===== src/hdl/serial_bank_mapper_top_defines.svh =====
// Assertion macros shared by the serial bank mapper RTL.
// Expects clk and rst in the scope of the including module.
`ifndef SERIAL_BANK_MAPPER_TOP_DEFINES_SVH
`define SERIAL_BANK_MAPPER_TOP_DEFINES_SVH

// Same-cycle implication, disabled during reset.
`define SBM_ASSERT_NOW(lbl, ante, cons) \
  lbl: assert property (@(posedge clk) disable iff (rst) (ante) |-> (cons)) \
    else $error("assertion failed");

// Next-cycle implication, disabled during reset.
`define SBM_ASSERT_NEXT(lbl, ante, cons) \
  lbl: assert property (@(posedge clk) disable iff (rst) (ante) |=> (cons)) \
    else $error("assertion failed");

`endif


===== src/hdl/sbm_pkg.sv =====
// Shared types and codes for the serial bank mapper.
// No dependencies; imported by every mapper module.
`default_nettype none

package sbm_pkg;

  localparam logic [1:0] OP_TICK      = 2'd0;
  localparam logic [1:0] OP_CPU_WRITE = 2'd1;
  localparam logic [1:0] OP_CPU_READ  = 2'd2;
  localparam logic [1:0] OP_PPU_READ  = 2'd3;

  localparam logic [1:0] TGT_NONE  = 2'd0;
  localparam logic [1:0] TGT_WRAM  = 2'd1;
  localparam logic [1:0] TGT_PRG   = 2'd2;
  localparam logic [1:0] TGT_CHR   = 2'd3;

  localparam logic [1:0] SEL_CONTROL  = 2'd0;
  localparam logic [1:0] SEL_CHR_LOW  = 2'd1;
  localparam logic [1:0] SEL_CHR_HIGH = 2'd2;
  localparam logic [1:0] SEL_PRG      = 2'd3;

  localparam logic [1:0] PRG_FIX_FIRST = 2'd2;
  localparam logic [1:0] PRG_FIX_LAST  = 2'd3;

  localparam logic       CFG_PRG_COUNT = 1'b0;
  localparam logic       CFG_CHR_COUNT = 1'b1;

  localparam logic [4:0] SHIFT_MARK    = 5'h10;
  localparam logic [4:0] CONTROL_RESET = 5'h0C;
  localparam logic [4:0] LARGE_MASK    = 5'h0F;
  localparam logic [5:0] PRG_COUNT_RESET = 6'd16;
  localparam logic [4:0] CHR_COUNT_RESET = 5'd1;
  localparam logic [1:0] TICKS_FULL    = 2'd2;

  typedef struct packed {
    logic [1:0]  operation;
    logic [15:0] address;
    logic [7:0]  data;
  } cmd_t;

  typedef struct packed {
    logic [1:0]  target;
    logic [18:0] offset;
    logic [1:0]  mirroring;
    logic        write_taken;
  } rsp_t;

  typedef struct packed {
    logic [4:0] control;
    logic [4:0] chr_low;
    logic [4:0] chr_high;
    logic [4:0] prg_bank;
  } bank_regs_t;

endpackage

`default_nettype wire


===== src/hdl/sbm_xlate.sv =====
// Address translation for CPU and PPU lookups.
// Depends on sbm_pkg; purely combinational from the bank registers.
`default_nettype none

module sbm_xlate
  import sbm_pkg::*;
(
  input  var cmd_t       cmd,
  input  var bank_regs_t regs,
  input  wire [5:0]      prg_count,
  input  wire [4:0]      chr_count,
  output logic [1:0]     target,
  output logic [18:0]    offset
);

  logic        outer_mode;
  logic [4:0]  prg_mask;
  logic        outer;
  logic [4:0]  prg_sel;
  logic        upper;
  logic [4:0]  bank16;
  logic [4:0]  prg_hi;
  logic [18:0] prg_offset;
  logic [5:0]  chr_mask;
  logic [5:0]  chr_sel4;
  logic [4:0]  chr_sel8;
  logic [18:0] chr_offset;
  logic [18:0] wram_offset;
  logic        in_wram;

  always_comb begin
    outer_mode = prg_count[5];
    prg_mask   = outer_mode ? LARGE_MASK : (prg_count[4:0] - 5'd1);
    outer      = outer_mode & regs.chr_low[4];
    prg_sel    = regs.prg_bank & prg_mask;
    upper      = cmd.address[14];
    case (regs.control[3:2])
      PRG_FIX_FIRST: bank16 = upper ? prg_sel : 5'd0;
      PRG_FIX_LAST:  bank16 = upper ? prg_mask : prg_sel;
      default:       bank16 = {prg_sel[4:1], upper};
    endcase
    prg_hi     = bank16 + {outer, 4'd0};
    prg_offset = {prg_hi, cmd.address[13:0]};

    chr_mask = (chr_count == 5'd0) ? 6'd1 : ({chr_count, 1'b0} - 6'd1);
    chr_sel4 = (cmd.address[12] ? {1'b0, regs.chr_high} : {1'b0, regs.chr_low}) & chr_mask;
    chr_sel8 = {1'b0, regs.chr_low[4:1]} & (chr_mask[5:1] | 5'd1);
    if (regs.control[4]) begin
      chr_offset = {1'b0, chr_sel4, cmd.address[11:0]};
    end else begin
      chr_offset = {1'b0, chr_sel8, cmd.address[12:0]};
    end

    in_wram     = (cmd.address[15:13] == 3'b011);
    wram_offset = {6'd0, cmd.address[12:0]};

    target = TGT_NONE;
    offset = '0;
    unique case (cmd.operation)
      OP_TICK: begin
      end
      OP_CPU_WRITE: begin
        if (in_wram) begin
          target = TGT_WRAM;
          offset = wram_offset;
        end
      end
      OP_CPU_READ: begin
        if (cmd.address[15]) begin
          target = TGT_PRG;
          offset = prg_offset;
        end else if (in_wram) begin
          target = TGT_WRAM;
          offset = wram_offset;
        end
      end
      OP_PPU_READ: begin
        if (cmd.address[15:13] == 3'b000) begin
          target = TGT_CHR;
          offset = chr_offset;
        end
      end
      default: begin
      end
    endcase
  end

endmodule

`default_nettype wire


===== src/hdl/sbm_load.sv =====
// Serial register loader: tick filter, shift register and bank registers.
// Depends on sbm_pkg; state advances once per transfer out of the input stage.
`default_nettype none

module sbm_load
  import sbm_pkg::*;
(
  input  wire            clk,
  input  wire            rst,
  input  wire            advance,
  input  var cmd_t       cmd,
  output bank_regs_t     regs,
  output logic [1:0]     mirroring,
  output logic           write_taken
);

  logic [4:0] shift;
  logic [4:0] shift_next;
  logic [1:0] ticks;
  logic [1:0] ticks_next;
  bank_regs_t regs_next;
  logic [4:0] load_val;

  always_comb begin
    shift_next  = shift;
    ticks_next  = ticks;
    regs_next   = regs;
    write_taken = 1'b0;
    load_val    = {cmd.data[0], shift[4:1]};
    if (cmd.operation == OP_TICK) begin
      if (ticks != TICKS_FULL) begin
        ticks_next = ticks + 2'd1;
      end
    end else if (cmd.operation == OP_CPU_WRITE && cmd.address[15]) begin
      ticks_next = 2'd0;
      if (ticks == TICKS_FULL) begin
        write_taken = 1'b1;
        if (cmd.data[7]) begin
          shift_next           = SHIFT_MARK;
          regs_next.control[3:2] = 2'b11;
        end else if (shift[0]) begin
          shift_next = SHIFT_MARK;
          unique case (cmd.address[14:13])
            SEL_CONTROL:  regs_next.control  = load_val;
            SEL_CHR_LOW:  regs_next.chr_low  = load_val;
            SEL_CHR_HIGH: regs_next.chr_high = load_val;
            SEL_PRG:      regs_next.prg_bank = load_val;
            default:      regs_next.prg_bank = load_val;
          endcase
        end else begin
          shift_next = load_val;
        end
      end
    end
    mirroring = regs_next.control[1:0];
  end

  always_ff @(posedge clk) begin
    if (rst) begin
      shift <= SHIFT_MARK;
      ticks <= 2'd0;
      regs  <= '{control: CONTROL_RESET, chr_low: 5'd0, chr_high: 5'd0, prg_bank: 5'd0};
    end else if (advance) begin
      shift <= shift_next;
      ticks <= ticks_next;
      regs  <= regs_next;
    end
  end

endmodule

`default_nettype wire


===== src/hdl/serial_bank_mapper_top.sv =====
// Serial bank mapper top level: input stage, loader, translator, result register.
// Depends on sbm_pkg, sbm_load, sbm_xlate and the shared assertion macros.
//
// Usage:
//   cmd channel (cmd_valid, cmd_stall, cmd) carries one tick, CPU write, CPU
//   lookup or PPU pattern lookup per transfer. rsp channel (rsp_valid,
//   rsp_stall, rsp) returns exactly one result per command, in order.
//   A transfer happens on a rising edge with valid high and stall low.
//   Path: a transferred command is held in the input register, its result is
//   then loaded into the result register and transfers from there.
//   Throughput: one command per cycle while the result register is not stalled,
//   set by the single pass through loader and translator.
//   When rsp_stall is high the result register holds and the input stage
//   keeps one command; cmd_stall rises once the input stage is full.
//   cfg_we writes prg_count (index 0) or chr_count (index 1);
//   write only while no command is in flight.
//   Synchronous reset empties both stages, restores the bank counts to
//   16 and 1, the control register to 0x0C, the shift register to its
//   marker and clears the other bank registers and the tick filter.
`default_nettype none
`include "serial_bank_mapper_top_defines.svh"

module serial_bank_mapper_top
  import sbm_pkg::*;
(
  input  wire        clk,
  input  wire        rst,
  input  wire        cmd_valid,
  output logic       cmd_stall,
  input  var cmd_t   cmd,
  output logic       rsp_valid,
  input  wire        rsp_stall,
  output rsp_t       rsp,
  input  wire        cfg_we,
  input  wire        cfg_index,
  input  wire [5:0]  cfg_data
);

  logic       stage_valid;
  logic       stage_valid_next;
  cmd_t       stage;
  logic       stage_adv;
  logic       cmd_take;
  logic       rsp_valid_next;
  logic [5:0] prg_count;
  logic [4:0] chr_count;
  bank_regs_t regs;
  logic [1:0] mirroring;
  logic       write_taken;
  logic [1:0] target;
  logic [18:0] offset;

  assign stage_adv        = stage_valid && (!rsp_valid || !rsp_stall);
  assign cmd_stall        = stage_valid && !stage_adv;
  assign cmd_take         = cmd_valid && !cmd_stall;
  assign stage_valid_next = cmd_take || (stage_valid && !stage_adv);
  assign rsp_valid_next   = stage_adv || (rsp_valid && rsp_stall);

  always_ff @(posedge clk) begin
    if (rst) begin
      stage_valid <= 1'b0;
      rsp_valid   <= 1'b0;
    end else begin
      stage_valid <= stage_valid_next;
      rsp_valid   <= rsp_valid_next;
    end
  end

  always_ff @(posedge clk) begin
    if (cmd_take) begin
      stage <= cmd;
    end
    if (stage_adv) begin
      rsp <= '{target: target, offset: offset, mirroring: mirroring,
               write_taken: write_taken};
    end
  end

  always_ff @(posedge clk) begin
    if (rst) begin
      prg_count <= PRG_COUNT_RESET;
      chr_count <= CHR_COUNT_RESET;
    end else if (cfg_we) begin
      case (cfg_index)
        CFG_PRG_COUNT: prg_count <= cfg_data;
        CFG_CHR_COUNT: chr_count <= cfg_data[4:0];
        default: begin
        end
      endcase
    end
  end

  sbm_load u_load (
    .clk         (clk),
    .rst         (rst),
    .advance     (stage_adv),
    .cmd         (stage),
    .regs        (regs),
    .mirroring   (mirroring),
    .write_taken (write_taken)
  );

  sbm_xlate u_xlate (
    .cmd       (stage),
    .regs      (regs),
    .prg_count (prg_count),
    .chr_count (chr_count),
    .target    (target),
    .offset    (offset)
  );

  `SBM_ASSERT_NOW(a_taken_no_target, rsp_valid && rsp.write_taken, rsp.target == TGT_NONE)
  `SBM_ASSERT_NOW(a_none_zero_offset, rsp_valid && rsp.target == TGT_NONE, rsp.offset == 19'd0)
  `SBM_ASSERT_NEXT(a_stage_hold, stage_valid && !stage_adv, stage_valid && $stable(stage))
  `SBM_ASSERT_NOW(a_empty_no_stall, !stage_valid, !cmd_stall)

endmodule

`default_nettype wire


===== config.mk =====
export PLATFORM = sky130hd
export DESIGN_NAME = serial_bank_mapper_top
export DESIGN_NICKNAME = d
export VERILOG_FILES = /design/src/hdl/sbm_pkg.sv /design/src/hdl/sbm_xlate.sv /design/src/hdl/sbm_load.sv /design/src/hdl/serial_bank_mapper_top.sv
export VERILOG_INCLUDE_DIRS = /design/src /design/src/hdl
export SDC_FILE = /design/constraint.sdc
export NUM_CORES = 1
export LEC_CHECK = 0
export BUFFER_PORTS_ARGS = -buffer_cell sky130_fd_sc_hd__buf_2
export CAP_MARGIN = 40
export CORE_MARGIN = 2
export CORE_UTILIZATION = 45
export CTS_CLUSTER_SIZE = 10
export DETAILED_ROUTE_END_ITERATION = 8
export PLACE_DENSITY = 0.67
export RECOVER_POWER = 50
export SLEW_MARGIN = 20
export SYNTH_ARGS = -nofsm -noshare
export SYNTH_HDL_FRONTEND = slang
export SYNTH_SLANG_ARGS = --single-unit

===== constraint.sdc =====
create_clock -name clk -period 5.15 [get_ports clk]
set_input_delay 0 -clock clk [delete_from_list [all_inputs] [get_ports clk]]
set_output_delay 0 -clock clk [all_outputs]
set_load 0.05 [all_outputs]

==> results of run 1 <==
where the power goes:
group,total (uW),internal [uW],switching [uW]
clock network,521,276,245
registers,746,730,16.3
logic,136,51.3,84.3
total,1400,1060,346
final cells by class:
type | instances | area, um2 | area share [%]
clock inverters | 7 | 100 | 2.30
repair buffers | 90 | 579 | 13.3
multi-input cells | 194 | 1280 | 29.4
flip-flops and latches | 84 | 2120 | 48.7
clock buffers | 9 | 124 | 2.84
inverters | 6 | 22.5 | 0.517
well taps | 102 | 128 | 2.93
worst max-delay path by stage:
stage / end / startpoint / depth (start not counted) / slack (ns)
after floorplan: stage[0] / rsp_valid / 2 / 2.84
after global placement: u_load.regs[2] / stage_valid / 5 / 3.10
after detailed placement: u_load.regs[0] / stage_valid / 5 / 3.08
after CTS: u_load.regs[0] / stage_valid / 5 / 3.05
after global routing: u_load.regs[4] / stage_valid / 5 / 2.16
final: u_load.regs[0] / stage_valid / 5 / 2.40
placed cells by master (no fill, tap or decap), drive strengths merged, types with 6 or more instances in the layout:
cell type	instances
dfxtp	40
mux2i	28
buf	31
clkbuf	37
dlygate4sd3	31
and2	15
nand2b	6
nor2	36
nand2	16
nor2b	8
a21oi	20
nand3	9
edfxtp	44
inv	7
routing by layer:
metal  global-route usage [%]  vias to the layer above  wire [um]
met1                     23.1                     1206       3270
met2                     31.4                       52       3690
met5                        0                        -          0
met3                     3.70                        9        274
met4                     6.97                        0         98
li1                         -                     1250          -
metrics by stage:
| step | instances | power (uW) | hold slack (ns) | worst slack, ns |
|---|---|---|---|---|
| global placement | 444 | 877 | 0.177 | 3.10 |
| finish | 492 | 1400 | 0.203 | 2.40 |
| floorplan | 295 | 844 | 0.0989 | 2.84 |
| CTS | 492 | 1420 | 0.186 | 3.05 |
| detailed placement | 445 | 881 | 0.179 | 3.08 |
| global route | 492 | 1450 | 0.227 | 2.16 |
registers in the layout, summed over array words and instances, names as in the netlist:
signal / cells
stage: 20
stage_valid: 1
rsp_valid: 1
u_load.regs: 20
u_load.ticks: 2
prg_count: 6
chr_count: 5
rsp: 24
u_load.shift: 5
synth_stat cells, drive strengths merged (2+ instances only):
cell	instances	area [um2]
o21bai	2	15.0
nor4b	3	41.3
nand4	3	37.5
xnor2	3	26.3
nor4	2	18.8
edfxtp	44	1320
inv	6	22.5
o32a	2	20.0
mux2i	28	280
xor2	2	17.5
ha	3	37.5
or4	4	30.0
buf	8	58.8
o31ai	3	22.5
a21boi	2	18.8
nor3	5	25.0
and3	2	12.5
clkbuf	3	11.3
a31oi	2	12.5
nor2b	8	50.1
a21oi	20	100
mux2	2	22.5
dfxtp	40	801
a21o	2	15.0
a211o	3	26.3
nor2	36	135
o21ai	3	15.0
nand2b	6	37.5
nand3	9	45.0
and2	15	93.8
nand2	16	60.1
kinds of logic after synthesis:
family / count (synthesis)
adders and majority gates: 3
and+or+nand+nor: 113
muxes: 30
xor gates and xnor gates: 5
AOI/OAI and AO/OA: 43
buffers and inverters: 17
DFF: 84
==> metrics.json, run 1 <==
{
  "run_status": {"value": "finished, final reports clean"},
  "final_ant_viol_nets": {"value": 0},
  "timing.critical_path.from_type": {"value": "register"},
  "clk_pin_slew": {"value": 0.09, "unit": "ns"},
  "final_period_minus_worst_setup_slack": {"value": 2.75, "unit": "ns"},
  "htree_levels": {"value": 3},
  "report.final.setup_viol": {"value": 0},
  "globalRouteTotalUtil": {"value": 18.4, "unit": "%"},
  "path_buf_inv": {"value": 1},
  "yosys_register_bits": {"value": 84},
  "grt_remaining_overflow": {"value": 0},
  "rr_endpoint": {"value": "u_load.regs[0]"},
  "drt-initial-drc-count": {"value": 178},
  "cts_inserted_buffers": {"value": 9},
  "worst_ep_required_time": {"value": 5.36, "unit": "ns"},
  "die_w": {"value": 92.2, "unit": "um"},
  "rsz0062_at_grt": {"value": "false"},
  "synthCells": {"value": 295},
  "yosys_most_used_dff": {"value": "sky130_fd_sc_hd__edfxtp_1"},
  "category_of_the_most_critical_setup_path": {"value": "reg -> reg"},
  "clk_path_buf_depth": {"value": 2},
  "synth_edf_count": {"value": 44},
  "synthesis.area": {"value": 3500, "unit": "um2"},
  "timing.hold.worst.class": {"value": "in -> reg"},
  "start_util": {"value": 45.8, "unit": "%"},
  "via_count_of_the_first_global_routing_pass": {"value": 2488},
  "cp.arrival": {"value": 2.95, "unit": "ns"},
  "ys_seq_area_share": {"value": 60.6, "unit": "%"},
  "placer_congestion": {"value": 0.808},
  "synth_top_family_by_area": {"value": "simple AND/OR/NAND/NOR gates"},
  "worstHoldEndpoint": {"value": "prg_count[1]"},
  "timing.final.max_slew_violations": {"value": 0},
  "synth.distinct_cells": {"value": 46},
  "cts_tree": {"value": "built"},
  "clock_insertion_delay_worst_skew": {"value": 0.35, "unit": "ns"},
  "number_of_antenna_violations_at_the_first_check_in_global_routing": {"value": 0},
  "layout_worst_path_cycle_share": {"value": 53.3, "unit": "%"},
  "die_height": {"value": 92.2, "unit": "um"},
  "hpwl": {"value": 4.82, "unit": "mm"},
  "synth_fp_nets": {"value": 336},
  "post_synth.cell_area_avg": {"value": 11.9, "unit": "um2"},
  "final-hold-violation-count": {"value": 0},
  "post-route-drc-count": {"value": 0},
  "timing.critical_path.to_type": {"value": "register"},
  "drtPass1Iterations": {"value": 4},
  "num_rows": {"value": 32},
  "num-fill-cells": {"value": 670},
  "slew_headroom": {"value": 12.3, "unit": "%"},
  "total_leakage_power": {"value": 0.00173, "unit": "uW"},
  "die_area": {"value": 8500, "unit": "um2"},
  "antenna_cells": {"value": 0},
  "yosys_warnings": {"value": 0},
  "setup_total_negative_slack": {"value": 0, "unit": "ns"},
  "post_route_cells_drive_above_1_share": {"value": 13.8, "unit": "%"},
  "rrSetupSlack": {"value": 2.40, "unit": "ns"},
  "drv.max_cap_violation_count": {"value": 0},
  "r2r_cells": {"value": 5},
  "cellPowerDensity": {"value": 322, "unit": "nW/um2"},
  "post_synth_and_or_nand_nor_area_fraction": {"value": 17.9, "unit": "%"},
  "ir_drop": {"value": 0.168, "unit": "mV"},
  "critical-path-top-delay-family": {"value": "compound AO/OA/AOI/OAI gates"},
  "via_count": {"value": 2517},
  "worst_pin_slew": {"value": 1.30, "unit": "ns"},
  "wl_per_cell": {"value": 14.9, "unit": "um"},
  "dpl_cell_area": {"value": 3870, "unit": "um2"},
  "io-pin-count": {"value": 64},
  "cts_hold_buf": {"value": 31},
  "syn_to_final_growth": {"value": 24.5, "unit": "%"},
  "cp_slowest_stage_delay": {"value": 1.03, "unit": "ns"},
  "post_synth_xor_area_fraction": {"value": 1.25, "unit": "%"},
  "cp_cell_sequence": {"value": "a21boi_0 -> buf_4 -> and4_1 -> mux2i_1 -> nor2_1"},
  "achievable-frequency": {"value": 0.364, "unit": "GHz"},
  "finalWirelength": {"value": 7.34, "unit": "mm"},
  "async_reset_ff_share": {"value": 0, "unit": "%"},
  "fin_area": {"value": 4360, "unit": "um2"},
  "coreArea": {"value": 7650, "unit": "um2"},
  "muxShareOfSynthArea": {"value": 8.65, "unit": "%"},
  "post_cts.resized_instances": {"value": 0},
  "critical_path.max_fanout": {"value": 22},
  "final_net_count": {"value": 426},
  "post_cts_buffers": {"value": 0},
  "grt_start_max_net_pins": {"value": 42},
  "hp-start": {"value": "rst"},
  "numClockSinks": {"value": 84},
  "worst_clock_skew": {"value": 0.0128, "unit": "ns"},
  "grt_pass1_wl": {"value": 11.9, "unit": "mm"},
  "synth-adder-area-share": {"value": 1.07, "unit": "%"},
  "post-route-util": {"value": 57.0, "unit": "%"},
  "worstHoldPathCells": {"value": 2},
  "number_of_buffers_inserted_by_port_buffering": {"value": 57},
  "crit_path_top_delay_cell": {"value": "sky130_fd_sc_hd__a21boi_0"},
  "ctsRootBufferMaster": {"value": "sky130_fd_sc_hd__clkbuf_8"},
  "synth_compound_area_share": {"value": 7.93, "unit": "%"},
  "worstReg2RegStart": {"value": "stage_valid"},
  "avgViaCountPerCell": {"value": 5.12}
}
Note: power is estimated with default switching activity, not from simulation.
==> run 2, diff against run 1 <==
Settings changed: PLACE_DENSITY 0.67 to 0.69.
Clock period 5.15 ns to 2.3 ns, I/O delays scaled along.
==> run 2 against run 1 <==
Sequential power rose by 120%. Wire length fell by 2.0%. Die area did not move. Global-route usage fell by 0.76 points. Design area rose by 0.75%.
==> metrics.json, run 2 (synthesized netlist as in run 1, its figures left out) <==
{
  "drtPass1Iterations": {"value": 4, "change": "unchanged"},
  "layout.cells.most_common": {"value": "sky130_fd_sc_hd__edfxtp_1", "change": "unchanged"},
  "worst_hold_slack": {"value": 0.211, "unit": "ns", "change": "was 0.203 ns"},
  "post-route-util": {"value": 57.4, "unit": "%", "change": "was 57.0%"},
  "ctsRootBufferMaster": {"value": "sky130_fd_sc_hd__clkbuf_8", "change": "unchanged"},
  "rsz0062_at_grt": {"value": "false", "change": "unchanged"},
  "post_cts.resized_instances": {"value": 0, "change": "unchanged"},
  "wl_per_cell": {"value": 14.5, "unit": "um", "change": "was 14.9 um"},
  "numClockSinks": {"value": 84, "change": "unchanged"},
  "cp_cell_sequence": {"value": "a21boi_4 -> clkbuf_1 -> nor4b_4 -> mux2i_1 -> nor2_1", "change": "was a21boi_0 -> buf_4 -> and4_1 -> mux2i_1 -> nor2_1"},
  "worst_ep_required_time": {"value": 2.52, "unit": "ns", "change": "was 5.36 ns"},
  "start_util": {"value": 45.8, "unit": "%", "change": "unchanged"},
  "post-route-drc-count": {"value": 0, "change": "unchanged"},
  "layout_worst_path_cycle_share": {"value": 85.1, "unit": "%", "change": "was 53.3%"},
  "worst_clock_skew": {"value": 0.0115, "unit": "ns", "change": "was 0.0128 ns"},
  "internal_power": {"value": 2380, "unit": "uW", "change": "was 1060 uW"},
  "number_of_buffers_inserted_by_port_buffering": {"value": 57, "change": "unchanged"},
  "timing.critical_path.to_type": {"value": "register", "change": "unchanged"},
  "io-pin-count": {"value": 64, "change": "unchanged"},
  "cp_slowest_stage_delay": {"value": 0.45, "unit": "ns", "change": "was 1.03 ns"},
  "clk_pin_slew": {"value": 0.09, "unit": "ns", "change": "about the same"},
  "critical_path.max_fanout": {"value": 10, "change": "was 22"},
  "crit_start": {"value": "stage_valid", "change": "unchanged"},
  "coreArea": {"value": 7650, "unit": "um2", "change": "unchanged"},
  "seqPwrFrac": {"value": 52.7, "unit": "%", "change": "was 53.2%"},
  "layout.cells.most_common_list": {"value": "sky130_fd_sc_hd__edfxtp_1 (44), sky130_fd_sc_hd__dfxtp_1 (40), sky130_fd_sc_hd__nor2_1 (36), sky130_fd_sc_hd__dlygate4sd3_1 (31), sky130_fd_sc_hd__buf_2 (31)", "change": "was sky130_fd_sc_hd__edfxtp_1 (44), sky130_fd_sc_hd__dfxtp_1 (40), sky130_fd_sc_hd__nor2_1 (36), sky130_fd_sc_hd__dlygate4sd3_1 (31), sky130_fd_sc_hd__buf_2 (29)"},
  "grt_start_max_net_pins": {"value": 42, "change": "unchanged"},
  "ir_drop": {"value": 0.523, "unit": "mV", "change": "was 0.168 mV"},
  "via_count_of_the_first_global_routing_pass": {"value": 2402, "change": "was 2,488"},
  "critical-path-top-delay-family": {"value": "buffers and inverters", "change": "was compound AO/OA/AOI/OAI gates"},
  "syn_to_final_growth": {"value": 25.4, "unit": "%", "change": "was 24.5%"},
  "die_area": {"value": 8500, "unit": "um2", "change": "unchanged"},
  "via_count": {"value": 2508, "change": "was 2,517"},
  "switching_share_of_power": {"value": 24.9, "unit": "%", "change": "was 24.6%"},
  "worstReg2RegStart": {"value": "stage_valid", "change": "unchanged"},
  "power.combinational.fraction": {"value": 9.7, "unit": "%", "change": "about the same"},
  "total_leakage_power": {"value": 0.00175, "unit": "uW", "change": "was 0.00173 uW"},
  "worst_pin_slew": {"value": 1.14, "unit": "ns", "change": "was 1.30 ns"},
  "achievable-frequency": {"value": 0.511, "unit": "GHz", "change": "was 0.364 GHz"},
  "antenna_cells": {"value": 0, "change": "unchanged"},
  "finalWirelength": {"value": 7.19, "unit": "mm", "change": "was 7.34 mm"},
  "placer_congestion": {"value": 0.815, "change": "was 0.808"},
  "path_buf_inv": {"value": 1, "change": "unchanged"},
  "category_of_the_most_critical_setup_path": {"value": "reg -> reg", "change": "unchanged"},
  "final_period_minus_worst_setup_slack": {"value": 1.96, "unit": "ns", "change": "was 2.75 ns"},
  "largest_register_ffs": {"value": 24, "change": "unchanged"},
  "crit_path_top_delay_cell": {"value": "sky130_fd_sc_hd__clkbuf_1", "change": "was sky130_fd_sc_hd__a21boi_0"},
  "setup_total_negative_slack": {"value": 0, "unit": "ns", "change": "unchanged"},
  "report.final.setup_viol": {"value": 0, "change": "unchanged"},
  "slew_headroom": {"value": 23.7, "unit": "%", "change": "was 12.3%"},
  "grt_pass1_wl": {"value": 11.6, "unit": "mm", "change": "was 11.9 mm"},
  "timing.hold.worst.class": {"value": "in -> reg", "change": "unchanged"},
  "layout_top_registers": {"value": "rsp x24, stage x20, u_load.regs x20", "change": "unchanged"},
  "timing.final.ws_setup": {"value": 0.342, "unit": "ns", "change": "was 2.40 ns"},
  "timing.critical_path.from_type": {"value": "register", "change": "unchanged"},
  "timing.final.max_slew_violations": {"value": 0, "change": "unchanged"},
  "run_status": {"value": "finished, final reports clean", "change": "unchanged"},
  "final_ant_viol_nets": {"value": 0, "change": "unchanged"},
  "num-fill-cells": {"value": 654, "change": "was 670"},
  "drt-initial-drc-count": {"value": 88, "change": "was 178"},
  "die_w": {"value": 92.2, "unit": "um", "change": "unchanged"},
  "globalRouteTotalUtil": {"value": 17.6, "unit": "%", "change": "was 18.4%"},
  "hp-start": {"value": "rst", "change": "unchanged"},
  "num_rows": {"value": 32, "change": "unchanged"},
  "report.power.total": {"value": 3170, "unit": "uW", "change": "was 1400 uW"},
  "final-hold-violation-count": {"value": 0, "change": "unchanged"},
  "clockPowerShare": {"value": 37.6, "unit": "%", "change": "was 37.1%"},
  "hpwl": {"value": 4.50, "unit": "mm", "change": "was 4.82 mm"},
  "cts_tree": {"value": "built", "change": "unchanged"},
  "htree_levels": {"value": 3, "change": "unchanged"},
  "final_net_count": {"value": 429, "change": "was 426"},
  "drv.max_cap_violation_count": {"value": 0, "change": "unchanged"},
  "place_ws": {"value": 0.449, "unit": "ns", "change": "was 3.08 ns"},
  "register_with_the_most_flip_flops": {"value": "rsp", "change": "unchanged"},
  "post_cts_buffers": {"value": 0, "change": "unchanged"},
  "power.switching": {"value": 788, "unit": "uW", "change": "was 346 uW"},
  "clk_path_buf_depth": {"value": 2, "change": "unchanged"},
  "clock_insertion_delay_worst_skew": {"value": 0.35, "unit": "ns", "change": "about the same"},
  "cts_inserted_buffers": {"value": 9, "change": "unchanged"},
  "cellPowerDensity": {"value": 722, "unit": "nW/um2", "change": "was 322 nW/um2"},
  "number_of_antenna_violations_at_the_first_check_in_global_routing": {"value": 0, "change": "unchanged"},
  "avgViaCountPerCell": {"value": 5.07, "change": "was 5.12"},
  "post_route_cells_drive_above_1_share": {"value": 15.3, "unit": "%", "change": "was 13.8%"},
  "die_height": {"value": 92.2, "unit": "um", "change": "unchanged"},
  "grt_remaining_overflow": {"value": 0, "change": "unchanged"},
  "cp.arrival": {"value": 2.18, "unit": "ns", "change": "was 2.95 ns"}
}
==> run 2: area by class of cell <==
| cell class | count | area [um2] | share of cell area [%] |
|---|---|---|---|
| clock buffers | 9 | 124 | 2.82 |
| multi-input cells | 194 | 1300 | 29.5 |
| repair buffers | 93 | 593 | 13.5 |
| well taps | 102 | 128 | 2.91 |
| flip-flops and latches | 84 | 2120 | 48.3 |
| inverters | 6 | 22.5 | 0.513 |
| clock inverters | 7 | 105 | 2.39 |
==> run 2: final timing paths <==
path	to	slack [ns]	cells past startpoint
max	u_load.ticks[1]	0.34	5
min reg2reg	chr_count[4]	0.47	2
max reg2reg	u_load.ticks[1]	0.34	5
min	rsp_valid	0.21	2
==> run 2: worst reg2reg max path: stages, from the launching register on <==
cell and delay [ns]:
sky130_fd_sc_hd__dfxtp_1 0.36, sky130_fd_sc_hd__a21boi_4 0.35, sky130_fd_sc_hd__clkbuf_1 0.45, sky130_fd_sc_hd__nor4b_4 0.36, sky130_fd_sc_hd__mux2i_1 0.24, sky130_fd_sc_hd__nor2_1 0.05
==> run 2: per-layer routing <==
metal	GRT usage (%)	vias to the layer above	part of all wire, %
met4	6.34	0	1.9
li1	-	1253	-
met2	28.4	63	49
met3	4.93	15	4.6
met1	22.8	1177	44
met5	0	-	0
==> run 2: repair_timing <==
| action | 4_1_cts | 5_1_grt |
|---|---|---|
| hold endpoints to repair | 33 | 0 |
| endpoints found under the setup margin | 0 | 0 |
| hold buffers | 31 | 0 |
==> run 2: power by group through the flow <==
stage / registers [uW] / logic [uW] / clock network, uW
6_report: 1670 / 307 / 1190
3_3_place_gp: 1700 / 265 / 0
5_1_grt: 1680 / 329 / 1280
4_1_cts: 1670 / 311 / 1220
3_5_place_dp: 1700 / 269 / 0
2_1_floorplan: 1770 / 118 / 0
==> run 2: through the flow <==
step                instances  area, um2
floorplan                 295       3500
global placement          448       3890
detailed placement        448       3890
CTS                       495       4430
global route              495       4390
finish                    495       4390
==> run 3, diff against run 2 <==
Settings changed: SYNTH_HIERARCHICAL set to 1.
==> run 3 against run 2 <==
Total power fell by 6.3%. Sequential share of layout area fell by 1.8 points. Die area is 5.1% higher. Synthesized area increased by 5.4%. Maximum frequency grew 4.0%. Wire length up 3.6%. Cell count grew 4.2%. Setup slack better by 0.074 ns. Register-to-register slack improved by 0.07 ns. Global-route usage grew 0.41 points. Synthesized cell count is 5.4% higher. Design area increased by 3.9%. Largest power group unchanged.
==> metrics.json, run 3 <==
{
  "run_status": {"value": "finished, final reports clean", "change": "unchanged"},
  "synthesis.area": {"value": 3690, "unit": "um2", "change": "was 3500 um2"},
  "achievable-frequency": {"value": 0.531, "unit": "GHz", "change": "was 0.511 GHz"},
  "rrSetupSlack": {"value": 0.42, "unit": "ns", "change": "was 0.34 ns"},
  "start_util": {"value": 45.6, "unit": "%", "change": "was 45.8%"},
  "drt-initial-drc-count": {"value": 130, "change": "was 88"},
  "grt_start_max_net_pins": {"value": 54, "change": "was 42"},
  "number_of_antenna_violations_at_the_first_check_in_global_routing": {"value": 0, "change": "unchanged"},
  "timing.critical_path.from_type": {"value": "register", "change": "unchanged"},
  "cp.arrival": {"value": 2.03, "unit": "ns", "change": "was 2.18 ns"},
  "rr_endpoint": {"value": "rsp[19]", "change": "was u_load.ticks[1]"},
  "wl_per_cell": {"value": 14.4, "unit": "um", "change": "was 14.5 um"},
  "final-hold-violation-count": {"value": 0, "change": "unchanged"},
  "cp_slowest_stage_delay": {"value": 0.56, "unit": "ns", "change": "was 0.45 ns"},
  "post_route_cells_drive_above_1_share": {"value": 17.0, "unit": "%", "change": "was 15.3%"},
  "critical-path-top-delay-family": {"value": "simple AND/OR/NAND/NOR gates", "change": "was buffers and inverters"},
  "worstReg2RegStart": {"value": "stage[24]", "change": "was stage_valid"},
  "multiInputGateArea": {"value": 1470, "unit": "um2", "change": "was 1300 um2"},
  "layout.cells.most_common_list": {"value": "sky130_fd_sc_hd__edfxtp_1 (44), sky130_fd_sc_hd__dfxtp_1 (40), sky130_fd_sc_hd__nand2b_1 (35), sky130_fd_sc_hd__dlygate4sd3_1 (31), sky130_fd_sc_hd__buf_2 (30)", "change": "was sky130_fd_sc_hd__edfxtp_1 (44), sky130_fd_sc_hd__dfxtp_1 (40), sky130_fd_sc_hd__nor2_1 (36), sky130_fd_sc_hd__dlygate4sd3_1 (31), sky130_fd_sc_hd__buf_2 (31)"},
  "slew_headroom": {"value": 26.6, "unit": "%", "change": "was 23.7%"},
  "cts_hold_buf": {"value": 31, "change": "unchanged"},
  "final_net_count": {"value": 447, "change": "was 429"},
  "category_of_the_most_critical_setup_path": {"value": "reg -> reg", "change": "unchanged"},
  "post_synth.cell_area_avg": {"value": 11.9, "unit": "um2", "change": "about the same"},
  "cellPowerDensity": {"value": 651, "unit": "nW/um2", "change": "was 722 nW/um2"},
  "clk_pin_slew": {"value": 0.08, "unit": "ns", "change": "was 0.09 ns"},
  "hp-start": {"value": "cfg_index", "change": "was rst"},
  "final_period_minus_worst_setup_slack": {"value": 1.88, "unit": "ns", "change": "was 1.96 ns"},
  "rsz0062_at_grt": {"value": "false", "change": "unchanged"},
  "largest_register_ffs": {"value": 24, "change": "unchanged"},
  "finalWirelength": {"value": 7.45, "unit": "mm", "change": "was 7.19 mm"},
  "synthCells": {"value": 311, "change": "was 295"},
  "post_cts_buffers": {"value": 0, "change": "unchanged"},
  "grt_pass1_wl": {"value": 12.3, "unit": "mm", "change": "was 11.6 mm"},
  "ir_drop": {"value": 0.304, "unit": "mV", "change": "was 0.523 mV"},
  "hpwl": {"value": 5.00, "unit": "mm", "change": "was 4.50 mm"},
  "final_ant_viol_nets": {"value": 0, "change": "unchanged"},
  "path_buf_inv": {"value": 0, "change": "was 1"},
  "setup_total_negative_slack": {"value": 0, "unit": "ns", "change": "unchanged"},
  "synth_fp_nets": {"value": 352, "change": "was 336"},
  "layout_top_registers": {"value": "rsp x24, stage x20, u_load/regs x20", "change": "was rsp x24, stage x20, u_load.regs x20"},
  "register_with_the_most_flip_flops": {"value": "rsp", "change": "unchanged"},
  "timing.critical_path.to_type": {"value": "register", "change": "unchanged"},
  "layout_worst_path_cycle_share": {"value": 81.9, "unit": "%", "change": "was 85.1%"},
  "number_of_buffers_inserted_by_port_buffering": {"value": 57, "change": "unchanged"},
  "cts_tree": {"value": "built", "change": "unchanged"},
  "dpl_cell_area": {"value": 4110, "unit": "um2", "change": "was 3890 um2"},
  "die_area": {"value": 8940, "unit": "um2", "change": "was 8500 um2"},
  "avgViaCountPerCell": {"value": 5.11, "change": "was 5.07"},
  "post-route-util": {"value": 56.4, "unit": "%", "change": "was 57.4%"},
  "die_w": {"value": 94.6, "unit": "um", "change": "was 92.2 um"},
  "clk_path_buf_depth": {"value": 2, "change": "unchanged"},
  "antenna_cells": {"value": 0, "change": "unchanged"},
  "crit_start": {"value": "stage[24]", "change": "was stage_valid"},
  "timing.hold.worst.class": {"value": "in -> reg", "change": "unchanged"},
  "ctsRootBufferMaster": {"value": "sky130_fd_sc_hd__clkbuf_8", "change": "unchanged"},
  "timing.final.ws_setup": {"value": 0.417, "unit": "ns", "change": "was 0.342 ns"},
  "coreArea": {"value": 8090, "unit": "um2", "change": "was 7650 um2"},
  "drtPass1Iterations": {"value": 4, "change": "unchanged"},
  "r2r_cells": {"value": 4, "change": "was 5"},
  "worst_clock_skew": {"value": 0.00523, "unit": "ns", "change": "was 0.0115 ns"},
  "post_cts.resized_instances": {"value": 0, "change": "unchanged"},
  "cp_cell_sequence": {"value": "nor4b_4 -> nand3_2 -> or4_1 -> o41ai_1", "change": "was a21boi_4 -> clkbuf_1 -> nor4b_4 -> mux2i_1 -> nor2_1"},
  "worstSetupPathDepth": {"value": 4, "change": "was 5"},
  "via_count": {"value": 2636, "change": "was 2,508"},
  "seqCellArea": {"value": 2120, "unit": "um2", "change": "unchanged"},
  "timing.final.max_slew_violations": {"value": 0, "change": "unchanged"},
  "io-pin-count": {"value": 64, "change": "unchanged"},
  "crit_path_top_delay_cell": {"value": "sky130_fd_sc_hd__edfxtp_1", "change": "was sky130_fd_sc_hd__clkbuf_1"},
  "clock_insertion_delay_worst_skew": {"value": 0.35, "unit": "ns", "change": "about the same"},
  "fin_area": {"value": 4560, "unit": "um2", "change": "was 4390 um2"},
  "placer_congestion": {"value": 0.787, "change": "was 0.815"},
  "place_ws": {"value": 0.458, "unit": "ns", "change": "was 0.449 ns"},
  "drv.max_cap_violation_count": {"value": 0, "change": "unchanged"},
  "yosys_warnings": {"value": 6, "change": "was 0"},
  "globalRouteTotalUtil": {"value": 18.0, "unit": "%", "change": "was 17.6%"},
  "critical_path.max_fanout": {"value": 12, "change": "was 10"},
  "worst_pin_slew": {"value": 1.10, "unit": "ns", "change": "was 1.14 ns"},
  "report.final.setup_viol": {"value": 0, "change": "unchanged"},
  "num_rows": {"value": 33, "change": "was 32"},
  "syn_to_final_growth": {"value": 23.7, "unit": "%", "change": "was 25.4%"},
  "total_leakage_power": {"value": 0.00185, "unit": "uW", "change": "was 0.00175 uW"},
  "post-route-drc-count": {"value": 0, "change": "unchanged"},
  "cts_inserted_buffers": {"value": 9, "change": "unchanged"},
  "layout.cells.most_common": {"value": "sky130_fd_sc_hd__edfxtp_1", "change": "unchanged"},
  "via_count_of_the_first_global_routing_pass": {"value": 2590, "change": "was 2,402"},
  "numClockSinks": {"value": 84, "change": "unchanged"},
  "die_height": {"value": 94.6, "unit": "um", "change": "was 92.2 um"},
  "worst_ep_required_time": {"value": 2.45, "unit": "ns", "change": "was 2.52 ns"},
  "grt_remaining_overflow": {"value": 0, "change": "unchanged"},
  "timing.critical_path.to": {"value": "rsp[19]", "change": "was u_load.ticks[1]"},
  "worst_hold_slack": {"value": 0.0238, "unit": "ns", "change": "was 0.211 ns"},
  "htree_levels": {"value": 3, "change": "unchanged"},
  "num-fill-cells": {"value": 694, "change": "was 654"}
}
run 3: per-stage QoR:
| stage | cells | power (uW) |
|---|---|---|
| floorplan | 311 | 1900 |
| global placement | 469 | 1980 |
| detailed placement | 469 | 1990 |
| CTS | 516 | 3010 |
| global route | 516 | 3100 |
| finish | 516 | 2970 |
run 3: area by class of cell:
| cell class | instances | area share, % |
|---|---|---|
| Clock buffer | 10 | 3.02 |
| Clock inverter | 6 | 1.01 |
| Inverter | 13 | 1.07 |
| Multi-Input combinational cell | 203 | 32.2 |
| Sequential cell | 84 | 46.5 |
| Tap cell | 105 | 2.88 |
| Timing Repair Buffer | 95 | 13.3 |
run 3: worst min-delay path: stages:
cell and delay, ns:
sky130_fd_sc_hd__buf_2 0.14, sky130_fd_sc_hd__a21bo_2 0.14, sky130_fd_sc_hd__a21oi_1 0.05
run 3: routing by layer:
layer / vias up / share of wire (%) / wire [um] / track usage [%]
met3: 9 / 3.1 / 231 / 3.35
met4: 0 / 1.3 / 99 / 6.88
li1: 1321 / - / - / -
met1: 1246 / 47 / 3490 / 23.2
met2: 60 / 49 / 3620 / 30.4
met5: - / 0 / 0 / 0
run 3: worst min path at each step:
stage,end,slack [ns],depth (start not counted)
floorplan,stage[0],0.1,0
global placement,stage[0],0.18,1
detailed placement,stage[22],0.18,1
CTS,chr_count[4],0.007,3
global route,chr_count[4],0.02,3
finish,chr_count[4],0.02,3
run 3: power breakdown:
group | internal, uW | leakage (uW) | switching, uW
Sequential | 1640 | 0.000744 | 33.7
Combinational | 127 | 0.00101 | 193
Clock | 431 | 0.0000897 | 548
Total | 2190 | 0.00185 | 775
